<file path="config.mk">
export PLATFORM = sky130hd
export DESIGN_NAME = burn_shutdown_mode_controller_core
export DESIGN_NICKNAME = d
export VERILOG_FILES = /design/src/rtl/core/bsmc_pkg.sv /design/src/rtl/core/burn_shutdown_mode_controller_core.sv
export SDC_FILE = /design/constraint.sdc
export NUM_CORES = 1
export LEC_CHECK = 0
export BUFFER_PORTS_ARGS = -buffer_cell sky130_fd_sc_hd__buf_2
export CAP_MARGIN = 20
export CORE_MARGIN = 2
export CORE_UTILIZATION = 29
export CTS_BUF_LIST = sky130_fd_sc_hd__clkbuf_4 sky130_fd_sc_hd__clkbuf_8
export DETAILED_ROUTE_END_ITERATION = 16
export GPL_ROUTABILITY_DRIVEN = 0
export PLACE_DENSITY_LB_ADDON = 0.2
export SETUP_SLACK_MARGIN = 0.02
export SLEW_MARGIN = 20
export SYNTH_ARGS = -nofsm -noshare
export SYNTH_HDL_FRONTEND = slang
export SYNTH_SLANG_ARGS = --single-unit
</file>
<file path="constraint.sdc">
create_clock -name clk_i -period 6.35 [get_ports clk_i]
set_clock_uncertainty 0.05 [all_clocks]
set_input_delay 1.905 -clock clk_i [delete_from_list [all_inputs] [get_ports clk_i]]
set_output_delay 1.905 -clock clk_i [all_outputs]
set_load 0.02 [all_outputs]
</file>
<file path="src/rtl/core/bsmc_pkg.sv">
// Package for the burn shutdown mode controller: field widths, item kinds,
// event codes and reset values of the configuration registers.
// No dependencies.
package bsmc_pkg;

  localparam int unsigned RunCountBitsDef = 8;
  localparam int unsigned TimerBitsDef    = 20;

  localparam int unsigned FuncW     = 2;
  localparam int unsigned EventW    = 3;
  localparam int unsigned PressureW = 16;
  localparam int unsigned ApogeeW   = 24;
  localparam int unsigned GroundW   = 21;
  localparam int unsigned InDataW   = 64;

  localparam int unsigned ModeW     = 3;
  localparam int unsigned RunOutW   = 8;
  localparam int unsigned OutDataW  = 16;

  localparam int unsigned SamplesW  = 8;
  localparam int unsigned TicksW    = 20;
  localparam int unsigned TargetW   = 20;
  localparam int unsigned CfgIdxW   = 2;
  localparam int unsigned CfgDataW  = 20;

  typedef enum logic [FuncW-1:0] {
    FUNC_EVENT  = 2'd0,
    FUNC_SAMPLE = 2'd1,
    FUNC_TICK   = 2'd2,
    FUNC_NONE   = 2'd3
  } func_e;

  typedef enum logic [EventW-1:0] {
    EV_FORCE_START = 3'd0,
    EV_FORCE_STOP  = 3'd1,
    EV_ARMED       = 3'd2,
    EV_DISARMED    = 3'd3,
    EV_LIFTOFF     = 3'd4,
    EV_MOTOR_OFF   = 3'd5,
    EV_APOGEE      = 3'd6,
    EV_LANDING     = 3'd7
  } event_e;

  typedef enum logic [CfgIdxW-1:0] {
    CFG_PRESSURE_THR = 2'd0,
    CFG_SHUTDOWN_SMP = 2'd1,
    CFG_MIN_BURN     = 2'd2,
    CFG_APOGEE_TGT   = 2'd3
  } cfg_idx_e;

  localparam logic [PressureW-1:0] PressureThrRst = 16'd100;
  localparam logic [SamplesW-1:0]  ShutdownSmpRst = 8'd5;
  localparam logic [TicksW-1:0]    MinBurnRst     = 20'd3500;
  localparam logic [TargetW-1:0]   ApogeeTgtRst   = 20'd30000;

endpackage

</file>
<file path="src/rtl/core/burn_shutdown_mode_controller_core.sv">
// Burn shutdown mode controller: mode sequencing, shadow timer and
// over-target sample run counting in one registered pass per item.
// Depends on bsmc_pkg.
//
// channel  | direction | handshake                     | payload
// s_axis   | in        | s_axis_tvalid / s_axis_tready | tuser: func; tdata: event, pressure,
//          |           |                               |   predicted apogee, ground altitude
// m_axis   | out       | m_axis_tvalid / m_axis_tready | tdata: mode, shutdown, taken, run
// cfg      | in        | cfg_valid_i / cfg_ready_o     | cfg_index_i, cfg_data_i
//
// One item per cycle sustained while the output is not stalled; each input transaction
// passes the input register, then the decision logic into the result register.
// A stalled output holds its result while one more item waits in the input
// register; input ready drops only when both are full.
// Reset: mode ready, run count and timer zero, registers at their defaults.
module burn_shutdown_mode_controller_core
  import bsmc_pkg::*;
#(
  parameter int unsigned RUN_COUNT_BITS = RunCountBitsDef,
  parameter int unsigned TIMER_BITS     = TimerBitsDef
) (
  input  logic                clk_i,
  input  logic                rst_ni,
  input  logic                s_axis_tvalid,
  output logic                s_axis_tready,
  // tdata: event_code[2:0], chamber_pressure[18:3], predicted_apogee[42:19],
  //        ground_altitude[63:43]
  input  logic [InDataW-1:0]  s_axis_tdata,
  // tuser: func[1:0]
  input  logic [FuncW-1:0]    s_axis_tuser,
  output logic                m_axis_tvalid,
  input  logic                m_axis_tready,
  // tdata: mode[2:0], shutdown_detected[3], sample_taken[4],
  //        over_target_run[12:5], zeros[15:13]
  output logic [OutDataW-1:0] m_axis_tdata,
  input  logic                cfg_valid_i,
  output logic                cfg_ready_o,
  input  logic [CfgIdxW-1:0]  cfg_index_i,
  input  logic [CfgDataW-1:0] cfg_data_i
);

  typedef enum logic [ModeW-1:0] {
    MODE_READY     = 3'd0,
    MODE_ARMED     = 3'd1,
    MODE_SHADOW    = 3'd2,
    MODE_ACTIVE    = 3'd3,
    MODE_UNPOWERED = 3'd4,
    MODE_END       = 3'd5
  } mode_e;

  localparam int unsigned RunCmpW   = (RUN_COUNT_BITS > SamplesW) ? RUN_COUNT_BITS : SamplesW;
  localparam int unsigned TimerCmpW = (TIMER_BITS > TicksW) ? TIMER_BITS : TicksW;
  localparam logic [RUN_COUNT_BITS-1:0] RunMax   = '1;
  localparam logic [TIMER_BITS-1:0]     TimerMax = '1;

  // configuration registers
  logic [PressureW-1:0] pressure_thr_q;
  logic [SamplesW-1:0]  shutdown_smp_q;
  logic [TicksW-1:0]    min_burn_q;
  logic [TargetW-1:0]   apogee_tgt_q;

  assign cfg_ready_o = 1'b1;

  always_ff @(posedge clk_i or negedge rst_ni) begin
    if (!rst_ni) begin
      pressure_thr_q <= PressureThrRst;
      shutdown_smp_q <= ShutdownSmpRst;
      min_burn_q     <= MinBurnRst;
      apogee_tgt_q   <= ApogeeTgtRst;
    end else if (cfg_valid_i && cfg_ready_o) begin
      case (cfg_idx_e'(cfg_index_i))
        CFG_PRESSURE_THR: pressure_thr_q <= cfg_data_i[PressureW-1:0];
        CFG_SHUTDOWN_SMP: shutdown_smp_q <= cfg_data_i[SamplesW-1:0];
        CFG_MIN_BURN:     min_burn_q     <= cfg_data_i[TicksW-1:0];
        CFG_APOGEE_TGT:   apogee_tgt_q   <= cfg_data_i[TargetW-1:0];
        default: ;
      endcase
    end
  end

  // input register
  logic                 in_valid_q;
  logic [FuncW-1:0]     func_q;
  logic [EventW-1:0]    event_q;
  logic [PressureW-1:0] pressure_q;
  logic [ApogeeW-1:0]   apogee_q;
  logic [GroundW-1:0]   ground_q;
  logic                 advance;

  assign advance       = in_valid_q && (!m_axis_tvalid || m_axis_tready);
  assign s_axis_tready = !in_valid_q || advance;

  always_ff @(posedge clk_i or negedge rst_ni) begin
    if (!rst_ni) begin
      in_valid_q <= 1'b0;
    end else if (s_axis_tready) begin
      in_valid_q <= s_axis_tvalid;
    end
  end

  always_ff @(posedge clk_i) begin
    if (s_axis_tvalid && s_axis_tready) begin
      func_q     <= s_axis_tuser;
      event_q    <= s_axis_tdata[2:0];
      pressure_q <= s_axis_tdata[18:3];
      apogee_q   <= s_axis_tdata[42:19];
      ground_q   <= s_axis_tdata[63:43];
    end
  end

  // controller state
  mode_e                     mode_q, mode_d;
  logic [RUN_COUNT_BITS-1:0] run_q, run_d;
  logic [TIMER_BITS-1:0]     timer_q, timer_d;

  logic                  flag_d, taken_d;
  mode_e                 ev_mode;
  logic [TIMER_BITS-1:0] timer_inc;
  logic                  timer_done;
  logic                  gated_mode;
  logic                  over_target;
  logic signed [ApogeeW:0] limit;

  always_comb begin
    ev_mode = mode_q;
    case (mode_q)
      MODE_READY: begin
        if (event_q inside {EV_FORCE_START, EV_ARMED}) ev_mode = MODE_ARMED;
      end
      MODE_ARMED: begin
        if (event_q inside {EV_FORCE_STOP, EV_DISARMED}) ev_mode = MODE_READY;
        else if (event_q == EV_LIFTOFF) ev_mode = MODE_SHADOW;
      end
      MODE_SHADOW, MODE_ACTIVE: begin
        if (event_q == EV_FORCE_STOP) ev_mode = MODE_READY;
        else if (event_q == EV_MOTOR_OFF) ev_mode = MODE_UNPOWERED;
        else if (event_q == EV_LANDING) ev_mode = MODE_END;
      end
      MODE_UNPOWERED: begin
        if (event_q == EV_FORCE_STOP) ev_mode = MODE_READY;
        else if (event_q inside {EV_APOGEE, EV_LANDING}) ev_mode = MODE_END;
      end
      default: ;
    endcase
  end

  assign timer_inc  = (timer_q == TimerMax) ? timer_q : timer_q + 1'b1;
  assign timer_done = TimerCmpW'(timer_inc) >= TimerCmpW'(min_burn_q);
  assign gated_mode = (mode_q == MODE_SHADOW) || (mode_q == MODE_ACTIVE) ||
                      (mode_q == MODE_UNPOWERED);
  // target above ground plus ground altitude, both sides widened to 25 bits
  assign limit       = $signed({{(ApogeeW + 1 - GroundW){ground_q[GroundW-1]}}, ground_q}) +
                       $signed({{(ApogeeW + 1 - TargetW){1'b0}}, apogee_tgt_q});
  assign over_target = $signed({apogee_q[ApogeeW-1], apogee_q}) > limit;

  always_comb begin
    mode_d  = mode_q;
    run_d   = run_q;
    timer_d = timer_q;
    flag_d  = 1'b0;
    taken_d = 1'b0;
    case (func_e'(func_q))
      FUNC_EVENT: begin
        mode_d = ev_mode;
        // clear the timer on any mode change, including entering or leaving shadow
        if (ev_mode != mode_q) timer_d = '0;
      end
      FUNC_TICK: begin
        if (mode_q == MODE_SHADOW) begin
          if (timer_done) begin
            mode_d  = MODE_ACTIVE;
            timer_d = '0;
          end else begin
            timer_d = timer_inc;
          end
        end
      end
      FUNC_SAMPLE: begin
        if (gated_mode && (pressure_q > pressure_thr_q)) begin
          taken_d = 1'b1;
          if (over_target) run_d = (run_q == RunMax) ? run_q : run_q + 1'b1;
          else run_d = '0;
          flag_d = (mode_q == MODE_ACTIVE) &&
                   (RunCmpW'(run_d) >= RunCmpW'(shutdown_smp_q));
        end
      end
      default: ;
    endcase
  end

  logic [RunOutW-1:0] run_shown;

  generate
    if (RUN_COUNT_BITS > RunOutW) begin : g_run_sat
      assign run_shown = (run_d > RUN_COUNT_BITS'({RunOutW{1'b1}})) ? '1 : run_d[RunOutW-1:0];
    end else begin : g_run_ext
      assign run_shown = RunOutW'(run_d);
    end
  endgenerate

  always_ff @(posedge clk_i or negedge rst_ni) begin
    if (!rst_ni) begin
      mode_q  <= MODE_READY;
      run_q   <= '0;
      timer_q <= '0;
    end else if (advance) begin
      mode_q  <= mode_d;
      run_q   <= run_d;
      timer_q <= timer_d;
    end
  end

  // result register
  logic [ModeW-1:0]   res_mode_q;
  logic               res_flag_q;
  logic               res_taken_q;
  logic [RunOutW-1:0] res_run_q;

  always_ff @(posedge clk_i or negedge rst_ni) begin
    if (!rst_ni) begin
      m_axis_tvalid <= 1'b0;
    end else if (advance) begin
      m_axis_tvalid <= 1'b1;
    end else if (m_axis_tready) begin
      m_axis_tvalid <= 1'b0;
    end
  end

  always_ff @(posedge clk_i) begin
    if (advance) begin
      res_mode_q  <= mode_d;
      res_flag_q  <= flag_d;
      res_taken_q <= taken_d;
      res_run_q   <= run_shown;
    end
  end

  assign m_axis_tdata = {3'b000, res_run_q, res_taken_q, res_flag_q, res_mode_q};

  // the timer only runs in shadow mode
  a_timer_shadow_only: assert property (@(posedge clk_i) disable iff (!rst_ni)
    (timer_q != '0) |-> (mode_q == MODE_SHADOW))
    else $error("shadow timer nonzero outside shadow mode");

  a_flag_active: assert property (@(posedge clk_i) disable iff (!rst_ni)
    (m_axis_tvalid && res_flag_q) |-> (res_taken_q && (res_mode_q == MODE_ACTIVE)))
    else $error("shutdown flag without a used sample in active mode");

  a_run_held: assert property (@(posedge clk_i) disable iff (!rst_ni)
    (advance && (func_q != FUNC_SAMPLE)) |=> (run_q == $past(run_q)))
    else $error("run count changed on a non-sample item");

  a_ready_when_empty: assert property (@(posedge clk_i) disable iff (!rst_ni)
    !in_valid_q |-> s_axis_tready)
    else $error("input stalled with an empty input register");

endmodule
</file>
==> summary.md, run 1 <==
| Metric | Value |
|---|---|
| Global route total overflow | 0 |
| Register area share after synthesis | between 40 and 50% |
| Area of the mapped netlist | 0.00986 mm^2 |
| IO Pins | approximately 110 |
| Core Rows | 67 |
| Antenna cells | 0 |
| M2 GR Usage | 21.5% |
| Min-delay src | in_valid_q |
| RSZ-0062 raised after global routing | false |
| First-pass GRT wire length | between 30 and 40 mm |
| Number of max-cap violations | 0 |
| Vias in the first global route | about 6900 |
| Fmax | 171 MHz |
| Part of the cycle the worst path needs | between 90 and 100% |
| Synth-to-Final Area Change | 13.9% |
| Minimum clock period | just under 6 ns |
| # port buffers | 107 |
| Die Y | about 190 um |
| CTS Buf Count | 17 |
| Initial Utilization | between 20 and 30% |
| Critical path class | reg2reg |
| Flops & latches, synth | between 150 and 200 |
| CTS resizes | 0 |
| Top_reg_cell synth | edfxtp_1 |
| Fill cells | 3487 |
| Leakage power | slightly below 5 nW |
| EDFF count, synth | about 80 |
| R2r startpoint | apogee_tgt_q[1] |
| Yosys cell types | 74 |
| Setup crit start | apogee_tgt_q[1] |
| Drt initial violations | around 360 |
| Die Wd | 188 um |
| Ys Warns | 0 |
| Clock Pin Slew Worst Setup and Hold Paths | around 0.1 ns |
| Fin. Hold Viols | 0 |
| Core area | 0.0335 mm^2 |
| Drt via density | between 4 and 5 |
| Insertion delay to the later sink of the worst-skew pair | between 0.4 and 0.5 ns |
| Final WL | approximately 24 mm |
| Crit path max fanout | 11 |
| H-tree levels | 4 |
| WP data arrival | around 6.0 ns |
| Drt first pass iters | 4 |
| Worst setup EP type | register |
| Final Net Count | between 1000 and 1500 |
| Share of cells above drive strength 1 | 23.3% |
| Synth async-reset ratio | a little under three fifths |
| Gate Count Post-Synth | roughly 900 |
| Pwr dens | ~290 mW/mm^2 |
| Vias | about 6900 |
| Worst setup SP type | register |
| Largest net degree at the start of global routing | 67 |
| Die area | around 0.036 mm^2 |
| Mean Syn Cell Area | approximately 11 um^2 |
| Hold buffers post-CTS | 0 |
| Hold WS | approximately 0.45 ns |
| Slew headroom | between 30% and 40% |
| CTS Buffer Depth | 2 |
| Setup TNS | 0 ns |
| Status | finished, final reports clean |
| Worst VDD drop | ~0.00013 V |
| Total Routing Usage GR | 13.8% |
| Hold Path Class | reg2reg |
| Root Driver | clkbuf_8 |
| Antenna Nets Post-Route | 0 |
| GRT Max-Usage Layer | met2 |
| Routing usage on met3 | 2.78% |
| Initial antenna violation count | 0 |
| WL per Instance | 16.4 um |
| Tightest Pin Transition | between 1 and 1.5 ns |
| DR DRC count | 0 |
| TritonCTS clock tree | done |
| Grt met1 use | around 20% |
| Clock sinks | ~180 |
| CP required | 6.49 ns |
| Slew Limit Fails | 0 |
| Post-DP HPWL | between 15 and 20 mm |
| Postcts setup bufs | 0 |
| Final setup violation count | 0 |
## metrics by stage
stage	instance area (um^2)	util, %	instances	power [mW]	worst slack, ns
2_1_floorplan	9870	-	895	2.23	1.11
3_3_place_gp	10800	32.3	1423	2.49	0.554
3_5_place_dp	10800	32.3	1423	2.51	0.475
4_1_cts	11200	33.5	1455	3.33	0.398
5_1_grt	11200	33.5	1455	3.54	0.0606
6_report	11200	33.5	1455	3.28	0.503
## worst max-delay path: stages (launching register included)
cell and delay (ns):
dfrtp_1 0.42, ha_1 0.31, a21o_1 0.16, a21oi_1 0.27, o21ai_0 0.22, a31oi_1 0.47, o31ai_1 0.19, nand2_1 0.10
nand3b_1 0.13, ha_1 0.40, nand4_1 0.14, or3b_1 0.42, or4_1 0.76, nand2_2 0.16, buf_4 0.18, a21oi_1 0.06
ha_1 0.29, a21o_1 0.16, a21o_1 0.17, a211oi_1 0.21, o21ai_0 0.11, o211ai_1 0.09, a211oi_1 0.10
## state kept, by name (all words and copies together), names as in the netlist, 2 cells and up
register,flops
res_run_q,8
apogee_tgt_q,20
min_burn_q,20
shutdown_smp_q,8
ground_q,21
res_mode_q,3
mode_q,3
pressure_thr_q,16
apogee_q,24
event_q,3
pressure_q,16
timer_q,20
func_q,2
run_q,8
## cells in the mapped netlist (16+ instances only)
cell      instances  share of area [%]
inv_1            68                2.6
ha_1             90                 11
edfxtp_1         79                 24
a21oi_1          58                2.9
a21o_1           16                1.2
dfrtp_1          78                 20
nand2_1          60                2.3
o21ai_0          50                2.5
mux2_2           50                5.7
nand3_1          26                1.3
dfstp_2          19                5.1
nor2_1           46                1.8
xnor2_1          18                1.6
## routing by layer
| layer | part of all wire, % | vias to the layer above |
|---|---|---|
| met1 | 50 | 3313 |
| met2 | 45 | 143 |
| li1 | - | 3467 |
| met3 | 4.1 | 15 |
| met5 | 0 | - |
| met4 | 0.98 | 0 |
## report_power, final
group | switching (mW) | internal [mW]
Clock | 0.435 | 0.366
Combinational | 0.565 | 0.434
Sequential | 0.111 | 1.37
## kinds of logic (layout without fill, tap and decap cells)
family	count (synthesis)	after routing	share of synthesized area, %
and+or+nand+nor	223	223	11.7
AOI/OAI and AO/OA	218	218	14.7
xor gates and xnor gates	32	32	2.84
other	2	4	0.0761
DFF	176	176	48.9
buffers and inverters	101	213	4.43
adders and majority gates	91	91	11.6
muxes	50	50	5.71
## cell usage in the layout, fill, tap and decap left out, types with 11 or more instances in the layout
cell type | Yosys | final
a21o_1 | 16 | 16
a21oi_1 | 58 | 58
a31oi_1 | 14 | 14
buf_2 | 7 | 106
clkbuf_8 | 0 | 18
dfrtp_1 | 78 | 78
dfstp_2 | 19 | 19
edfxtp_1 | 79 | 79
ha_1 | 90 | 90
inv_1 | 68 | 68
mux2_2 | 50 | 50
nand2_1 | 60 | 60
nand3_1 | 26 | 26
nand4_1 | 13 | 13
nor2_1 | 46 | 46
nor3_1 | 11 | 11
o21ai_0 | 50 | 50
xnor2_1 | 18 | 18
xor2_1 | 14 | 14
## worst paths after layout
| check | to | slack, ns | depth (start not counted) |
|---|---|---|---|
| max | res_flag_q | 0.50 | 22 |
| min | m_axis_tvalid | 0.45 | 1 |
| max reg2reg | res_flag_q | 0.50 | 22 |
| min reg2reg | m_axis_tvalid | 0.45 | 1 |
| max in group asynchronous | apogee_tgt_q[12] | 3.71 | 2 |
| min in group asynchronous | mode_q[1] | 1.51 | 1 |
## final cells by class
class / instances / area (um^2) / share of cell area, %
Sequential cell: 176 / 4820 / 42.9
Multi-Input combinational cell: 618 / 4630 / 41.2
Timing Repair Buffer: 111 / 568 / 5.06
Tap cell: 448 / 561 / 4.99
Inverter: 70 / 263 / 2.34
Clock buffer: 19 / 255 / 2.27
Clock inverter: 13 / 138 / 1.22
Power figures use the tool's default switching activity.
==> run 2, diff against run 1 <==
Settings changed: CELL_PAD_IN_SITES_DETAIL_PLACEMENT from default to 1, CELL_PAD_IN_SITES_GLOBAL_PLACEMENT from default to 1, GPL_TIMING_DRIVEN from default to 0, REMOVE_ABC_BUFFERS from default to 1.
==> run 2 against run 1 <==
Effect of this change:
- hold slack worse by 0.0034 ns
- register-to-register slack hardly changed
- design area is 1.0% higher
- setup slack better by 0.0037 ns
- sequential share of layout area is 0.43 points lower
- critical endpoint unchanged
- largest cell class unchanged
- largest power group unchanged
- highest routed layer unchanged
==> summary.md, run 2 (synthesized netlist as in run 1, its figures left out) <==
| Metric | Value |
|---|---|
| DR DRC count | 0 |
| Final Cell Area | 0.0113 mm^2 |
| Largest net degree at the start of global routing | just over 70 |
| Synth-to-Final Area Change | 15.0% |
| Drt initial violations | 242 |
| Final core utilization | ~34% |
| Number of flip-flops in the largest register | 24 |
| Final WL | roughly 25 mm |
| CTS Buf Count | 17 |
| Die area | approximately 0.036 mm^2 |
| Critical path's slowest cell | or3b_1 |
| H-tree levels | 4 |
| CTS Buffer Depth | 2 |
| Most common cell after layout, fill and taps aside | buf_2 |
| Part of the cycle the worst path needs | ~92% |
| Worst setup EP type | register |
| Slew headroom | roughly a third |
| Placed cells | around 1400 |
| RSZ-0062 raised after global routing | false |
| Worst VDD drop | between 0.0001 and 0.00015 V |
| First-pass GRT wire length | between 40 and 50 mm |
| Most frequent cells in the layout | 106 x buf_2, 90 x ha_1, 79 x edfxtp_1 |
| Routing usage on met3 | under 10% |
| Antenna Nets Post-Route | 0 |
| Insertion delay to the later sink of the worst-skew pair | around 0.48 ns |
| M2 GR Usage | roughly a quarter |
| CP required | approximately 6.5 ns |
| IO Pins | ~110 |
| Share of cells above drive strength 1 | 24.1% |
| Top Registers | apogee_q: 24 flops, ground_q: 21 flops |
| CP bufs+invs | 0 |
| Total Routing Usage GR | approximately 15% |
| Clock Pin Slew Worst Setup and Hold Paths | about 0.10 ns |
| Core Rows | 67 |
| Total power | ~3.3 mW |
| GRT Max-Usage Layer | met2 |
| Final setup violation count | 0 |
| Status | finished, final reports clean |
| # port buffers | 107 |
| WP data arrival | around 6.0 ns |
| DP Area | 0.0109 mm^2 |
| TritonCTS clock tree | done |
| Die Y | between 150 and 200 um |
| Number of max-cap violations | 0 |
| Post-DP HPWL | between 15 and 20 mm |
| Fin. Hold Viols | 0 |
| Core area | 0.0335 mm^2 |
| Initial antenna violation count | 0 |
| WL per Instance | ~17 um |
| Pwr dens | ~300 mW/mm^2 |
| Crit path max fanout | 12 |
| Slew Limit Fails | 0 |
| Clock sinks | 176 |
| Largest Register | apogee_q |
| Vias in the first global route | around 7300 |
| Hold buffers post-CTS | 0 |
| Die Wd | ~190 um |
| Critical path class | reg2reg |
| Fmax | around 170 MHz |
| CP cell instances | ha_1, a21o_1, a21oi_1, o21ai_0, a31oi_2, o31ai_1, nand2_1, nand3b_1, ha_1, nand4_1, or3b_1, a31oi_1, o31ai_1, a31oi_4, nand2_4, a21o_1, ha_1, nand2b_1, a21o_1, a21o_1, a211oi_1, o21ai_0, o211ai_1, a211oi_1 |
| Hold Path Class | reg2reg |
| Post-Layout Cell Count | 1458 |
| Initial Utilization | 29.4% |
| Drt first pass iters | 4 |
| Grt met1 use | 20.6% |
| Global route total overflow | 0 |
| CP most frequent cell | a21o_1 |
| Root Driver | clkbuf_8 |
| Crit path max-delay family | compound AO/OA/AOI/OAI gates |
| Drt via density | about 4.9 |
| Worst setup SP type | register |
| Antenna cells | 0 |
| Max incr delay on CP | roughly 0.44 ns |
| Leakage power | just under 5 nW |
| Final Net Count | between 1000 and 1500 |
| Vias | roughly 7100 |
| Minimum clock period | 5.84 ns |
| Tightest Pin Transition | about 0.97 ns |
## run 2: cell types whose count changed in the layout (fill, tap and decap cells not counted), sizes merged
cell / change
clkinvlp: -2
buf: +3
inv: +2
## run 2: cell type report
class,count,area [um^2]
clock buffer,19,255
timing repair buffer,114,642
sequential,176,4820
fill,3806,22200
inverter,70,263
clock inverter,13,153
tap,448,561
multi-input combinational,618,4650
## run 2: final timing paths
check	start	endpoint	slack, ns	cells past startpoint
hold reg to reg	in_valid_q	m_axis_tvalid	0.45	1
hold / removal	in_valid_q	m_axis_tvalid	0.45	1
setup / recovery	apogee_tgt_q[1]	res_flag_q	0.51	24
setup reg to reg	apogee_tgt_q[1]	res_flag_q	0.51	24
max in group asynchronous	rst_ni	apogee_tgt_q[10]	4.31	2
min in group asynchronous	rst_ni	run_q[1]	1.23	1
## run 2: worst register-to-register path, cell delays in order, from the launching register on
cell,delay [ns]
dfrtp_1,0.43
ha_1,0.30
a21o_1,0.16
a21oi_1,0.30
o21ai_0,0.25
a31oi_2,0.39
o31ai_1,0.17
nand2_1,0.09
nand3b_1,0.14
ha_1,0.40
nand4_1,0.14
or3b_1,0.44
a31oi_1,0.16
o31ai_1,0.14
a31oi_4,0.31
nand2_4,0.17
a21o_1,0.20
ha_1,0.26
nand2b_1,0.14
a21o_1,0.17
a21o_1,0.18
a211oi_1,0.22
o21ai_0,0.13
o211ai_1,0.10
a211oi_1,0.12
## run 2: power by group
part / switching [mW] / internal, mW
registers: 0.113 / 1.37
logic: 0.586 / 0.445
clock network: 0.459 / 0.374
total: 1.16 / 2.18
## run 2: routing by layer
metal | part of all wire [%] | vias up
li1 | - | 3480
met5 | 0 | -
met3 | 3.3 | 9
met4 | 0.71 | 0
met1 | 50 | 3481
met2 | 46 | 111
## run 2: stage by stage
stage / setup WS (ns) / hold slack (ns) / setup TNS (ns)
after floorplan: 0.993 / 0.407 / 0
after global placement: -0.142 / 0.432 / -0.142
after detailed placement: -0.151 / 0.434 / -0.151
after CTS: 0.0749 / 0.458 / 0
after global routing: 0.0630 / 0.485 / 0
final: 0.507 / 0.450 / 0
## run 2: timing repair
action                                  CTS  global route
endpoints found under the setup margin    1             1
setup buffers                             0             2
resized for setup                         1             4
pin swaps                                 0             1
